$ cat config.mk
export PLATFORM = sky130hd
export DESIGN_NAME = vfsg_rsp_fifo
export DESIGN_NICKNAME = d
export VERILOG_FILES = /design/src/hdl/vfsg_pkg.sv /design/src/hdl/vfsg_rsp_fifo.sv
export SDC_FILE = /design/constraint.sdc
export NUM_CORES = 1
export LEC_CHECK = 0
export BUFFER_PORTS_ARGS = -buffer_cell sky130_fd_sc_hd__buf_2
export CAP_MARGIN = 40
export CELL_PAD_IN_SITES_DETAIL_PLACEMENT = 1
export CELL_PAD_IN_SITES_GLOBAL_PLACEMENT = 1
export CORE_MARGIN = 3
export CORE_UTILIZATION = 45
export CTS_CLUSTER_DIAMETER = 100
export DETAILED_ROUTE_END_ITERATION = 8
export GPL_TIMING_DRIVEN = 0
export PLACE_DENSITY = 0.67
export SLEW_MARGIN = 20
export SYNTH_ARGS = -nofsm -noshare
export SYNTH_HDL_FRONTEND = slang
export SYNTH_SLANG_ARGS = --single-unit
$ cat constraint.sdc
create_clock -name clock -period 13.5 [get_ports clock]
set_input_delay 2.7 -clock clock [delete_from_list [all_inputs] [get_ports clock]]
set_output_delay 2.7 -clock clock [all_outputs]
set_load 0.03 [all_outputs]
$ cat src/hdl/vfsg_pkg.sv
// ----------------------------------------------------------------------------
// vfsg_pkg
// Shared types and codes of the vector font stroke generator.
// ----------------------------------------------------------------------------
package vfsg_pkg;

   // glyph table geometry
   localparam int TABLE_WORDS = 8192;
   localparam int TABLE_AW    = 13;

   // request opcodes
   localparam logic [1:0] OP_WRITE  = 2'd0;
   localparam logic [1:0] OP_CURSOR = 2'd1;
   localparam logic [1:0] OP_DRAW   = 2'd2;

   // result status codes
   localparam logic [1:0] STAT_OK       = 2'd0;
   localparam logic [1:0] STAT_NONPRINT = 2'd1;
   localparam logic [1:0] STAT_SPECIAL  = 2'd2;
   localparam logic [1:0] STAT_TRUNC    = 2'd3;

   // register indexes
   localparam logic [1:0] CSR_ROT_COS = 2'd0;
   localparam logic [1:0] CSR_ROT_SIN = 2'd1;
   localparam logic [1:0] CSR_ASPECT  = 2'd2;
   localparam logic [1:0] CSR_PEN     = 2'd3;

   // response queue
   localparam int RSP_DEPTH = 8;
   localparam int RSP_PTR_W = 3;
   localparam int RSP_CNT_W = 4;

   localparam logic [7:0] CHAR_FIRST = 8'd32;
   localparam logic [7:0] CHAR_LAST  = 8'd126;

   typedef enum logic [3:0] {
      SEQ_IDLE,
      SEQ_HEAD,
      SEQ_OFS,
      SEQ_BASE,
      SEQ_FIRST,
      SEQ_CHECK,
      SEQ_VEC,
      SEQ_ADV,
      SEQ_DRAIN
   } seq_state_type;

   // one beat into the transform pipeline
   typedef struct packed {
      logic signed [8:0] ix;
      logic signed [8:0] iy;
      logic              pen_draw;
      logic              is_final;
      logic [1:0]        status;
      logic              last;
      logic              pass;
   } beat_type;

   // one result beat
   typedef struct packed {
      logic signed [31:0] point_x;
      logic signed [31:0] point_y;
      logic               pen_draw;
      logic               is_final;
      logic [1:0]         status;
      logic               last;
   } rsp_type;

   typedef struct packed {
      logic                 idle;
      logic [RSP_CNT_W-1:0] inflight;
   } seq_stat_type;

endpackage

$ cat src/hdl/vfsg_rsp_fifo.sv
// ----------------------------------------------------------------------------
// vfsg_rsp_fifo
// Result queue between the transform pipeline and the result channel.
// ----------------------------------------------------------------------------
module vfsg_rsp_fifo (
   input  logic                           clock,
   input  logic                           reset,
   input  logic                           push,
   input  vfsg_pkg::rsp_type              push_data,
   input  logic                           pop,
   output logic                           head_valid,
   output vfsg_pkg::rsp_type              head,
   output logic [vfsg_pkg::RSP_CNT_W-1:0] count
);
   import vfsg_pkg::*;

   rsp_type               slot [RSP_DEPTH];
   logic [RSP_PTR_W-1:0]  wr_ptr_ff, rd_ptr_ff;
   logic [RSP_CNT_W-1:0]  count_ff;

   always_ff @(posedge clock) begin
      if (push) begin
         slot[wr_ptr_ff] <= push_data;
      end
      if (reset) begin
         wr_ptr_ff <= '0;
         rd_ptr_ff <= '0;
         count_ff  <= '0;
      end else begin
         wr_ptr_ff <= wr_ptr_ff + RSP_PTR_W'(push);
         rd_ptr_ff <= rd_ptr_ff + RSP_PTR_W'(pop);
         count_ff  <= count_ff + RSP_CNT_W'(push) - RSP_CNT_W'(pop);
      end
   end

   assign head_valid = (count_ff != '0);
   assign head       = slot[rd_ptr_ff];
   assign count      = count_ff;

endmodule

==> impl_metrics.toml <==
[grt]
grt_pass1_wl_um = 68700
via_count_of_the_first_global_routing_pass = 10600
globalRouteTotalUtil_pct = 18.7
grt_start_max_net_pins = 20
grt_antenna_before_repair = 6
grt_overflow_total = 0

[final_layout]
layout.nets = 1191
flow.area_growth_from_synthesis_pct = 18.3
mostFrequentLayoutCell = "sky130_fd_sc_hd__edfxtp_1"
most-common-layout-cells = "sky130_fd_sc_hd__edfxtp_1 (552), sky130_fd_sc_hd__buf_2 (149), sky130_fd_sc_hd__mux4_2 (138)"
final_standard_cell_area_without_fillers_um2 = 25100
post_route_cells_drive_above_1_share_pct = 42.9
layout.cells.non_filler = 1749

[detailed_routing]
route.detailed.drc = 0
detailroute.via_count = 9614
detail_route.iter0.violations = 1005
detail-route-antenna-nets = 0
detail_route.wirelength_um = 45700
drtPass1Iterations = 5
routed_via_density = 5.50
wl_per_cell_um = 26.1

[place]
routabilityCongestion = 0.673
placement_stage_worst_setup_slack_ns = 8.50
placement.io_buffers = 146
dpl.cell_count = 1648
place_hpwl_um = 29300
dpl-instance-area_um2 = 23500

[setup_path]
start_kind = "flop"
crit_path_leading_delay_family = "buffers and inverters"
crit-reg2reg-launch = "wr_ptr_ff[1]"
rrSetupSlack_ns = 11.15
setup.worst_path.end_class = "output port"
worst-path-max-fanout = 10
timing.critical_path.buf_inv = 3
critical_path_cell_with_the_highest_stage_delay = "sky130_fd_sc_hd__buf_1"
cp.required_ns = 10.80
critical-path-top-cell-by-count = "sky130_fd_sc_hd__buf_2"
worstPathArrival_ns = 2.83
critPathMaxStageDelay_ns = 0.64
r2r_end = "slot[0][33]"
timing.reg2reg.worst_path_depth = 6
criticalPathCategory = "reg2out"
cell_by_cell_trace_of_the_critical_path = "buf_2, buf_1, mux4_2, mux2_2, buf_2"

[sta]
max_slew_violation_count = 0
layout_setup_ws_ns = 7.97
report.final.hold_viol_count = 0
max_slew.worst_pin.slew_ns = 0.813
fmaxAchievable_ghz = 0.181
report.final.setup_viol = 0
post-route-min-period_ns = 5.53
worst_slew_margin_relative_to_its_limit_pct = 45.8
setup_repair_after_global_routing_missed_its_margin = "false"
clock_skew_ns = 0.0127
share_of_the_clock_period_used_by_the_worst_path_pct = 41.0

[power_and_ir_drop]
power-per-cell-area_nw_per_um2 = 152
p_leak_nw = 8.11
power.ir.vdd_worst_uv = 101

[logic_synthesis]
yosysWarningCount = 0
synthesis.instances = 858
syn-num-nets = 941
yosysSeqAreaShare_pct = 78.9
syn_area_um2 = 21200
synth.avg_cell_area_um2 = 24.8
synth-seq-cells = 562
post_synth_num_cell_types = 21

[min_path]
hold_class = "reg2reg"
hold_critical_path_endpoint = "rd_ptr_ff[0]"
whs_path_depth = 2
worst_hold_startpoint = "rd_ptr_ff[0]"

[cts]
cts_inserted_buffers = 57
cts.path.max_buffers = 3
clkLatencyLatePin_ns = 0.59
root_buffer = "sky130_fd_sc_hd__clkbuf_16"
cts_tree = "done"
cts_setup_buffers = 0
htree_num_levels = 2
count_of_clock_tree_sinks = 562
cts.hold.buffers_added = 0
clk_pin_slew_worst_paths_ns = 0.06
number_of_gates_resized_after_cts = 0

[floorplan]
i_o_pins = 147
core-area_um2 = 46000
design.die.area_um2 = 49900
chip_width_um = 223
dieHeight_um = 223
std_cell_rows = 78
start_util_pct = 46.2

[flow_run]
max_cap_violations = 0

[status]
run_status = "finished clean"
-- metal layers --
layer	wire length, um	global-route usage [%]	vias to the layer above
li1	-	-	4162
met1	19600	26.1	5118
met2	22600	30.5	258
met3	2630	3.80	66
met4	846	4.86	10
met5	49	0	-
-- power by group --
| part | leakage [nW] | switching (mW) | internal [mW] | total (mW) |
|---|---|---|---|---|
| Combinational | 2.21 | 0.248 | 0.174 | 0.423 |
| Sequential | 5.10 | 0.0126 | 1.96 | 1.98 |
| Clock | 0.807 | 0.613 | 0.796 | 1.41 |
-- Yosys cell counts --
cell type	count	area [um^2]
sky130_fd_sc_hd__a21oi_1	2	10.0
sky130_fd_sc_hd__a31o_2	1	8.76
sky130_fd_sc_hd__buf_1	11	41.3
sky130_fd_sc_hd__buf_2	3	15.0
sky130_fd_sc_hd__buf_6	14	158
sky130_fd_sc_hd__clkbuf_1	12	45.0
sky130_fd_sc_hd__dfxtp_1	10	200
sky130_fd_sc_hd__edfxtp_1	552	16600
sky130_fd_sc_hd__fa_1	1	20.0
sky130_fd_sc_hd__ha_1	9	113
sky130_fd_sc_hd__inv_1	7	26.3
sky130_fd_sc_hd__mux2_2	69	777
sky130_fd_sc_hd__mux4_2	138	3110
sky130_fd_sc_hd__nand2_1	2	7.51
sky130_fd_sc_hd__nand2b_1	4	25.0
sky130_fd_sc_hd__nand3_1	2	10.0
sky130_fd_sc_hd__nor2_1	11	41.3
sky130_fd_sc_hd__nor2b_1	5	31.3
sky130_fd_sc_hd__nor3_1	2	10.0
sky130_fd_sc_hd__xnor2_1	2	17.5
sky130_fd_sc_hd__xor2_1	1	8.76
-- sequential cells by signal, indices dropped and copies added (netlist names) --
signal,count
slot,552
count,4
wr_ptr_ff,3
rd_ptr_ff,3
-- worst register-to-register path: cells and delay by family, from the launching register on --
| kind | cells | cell delay (ns) |
|---|---|---|
| flip-flops | 1 | 0.32 |
| AND/OR/NAND/NOR | 2 | 0.88 |
| buffers and inverters | 4 | 0.85 |
-- logic make-up after synthesis --
group           after synthesis  share of synthesized area (%)
fa+ha+maj                    10                          0.624
mux                         207                           18.3
simple gates                 26                          0.589
flops                       562                           78.9
compound gates                3                         0.0883
xor+xnor                      3                          0.124
buf+inv                      47                           1.34
-- through the flow --
step / utilization (%) / total power, mW / hold slack, ns / setup TNS (ns)
3_5_place_dp: 51.1 / 2.45 / 0.604 / 0
3_3_place_gp: 49.5 / 2.43 / 0.563 / -0.0224
2_1_floorplan: - / 2.30 / 0.545 / 0
5_1_grt: 54.7 / 3.96 / 0.672 / 0
6_report: 54.7 / 3.81 / 0.621 / 0
4_1_cts: 54.7 / 3.86 / 0.626 / 0
-- final cells by class --
cell class              instances  area (um^2)
inverters                       7         26.3
diodes                          1         2.50
repair buffers                191         1430
plain buffers                  40          259
well taps                     600          751
multi-input cells             249         4240
flip-flops and latches        562        16800
clock buffers                  78         1560
fillers                      3929        20800
clock inverters                21         91.3
-- how the worst max path moves through the flow --
stage	start	endpoint	slack, ns	depth (start not counted)
6_report	rd_ptr_ff[1]	head[47]	7.97	5
3_3_place_gp	push	slot[2][38]	-0.003	3
2_1_floorplan	push	slot[0][0]	5.44	2
4_1_cts	rd_ptr_ff[1]	head[54]	7.85	5
5_1_grt	rd_ptr_ff[1]	head[27]	7.80	5
3_5_place_dp	rd_ptr_ff[1]	head[21]	8.50	5
Note: power is estimated with default switching activity, not from simulation.
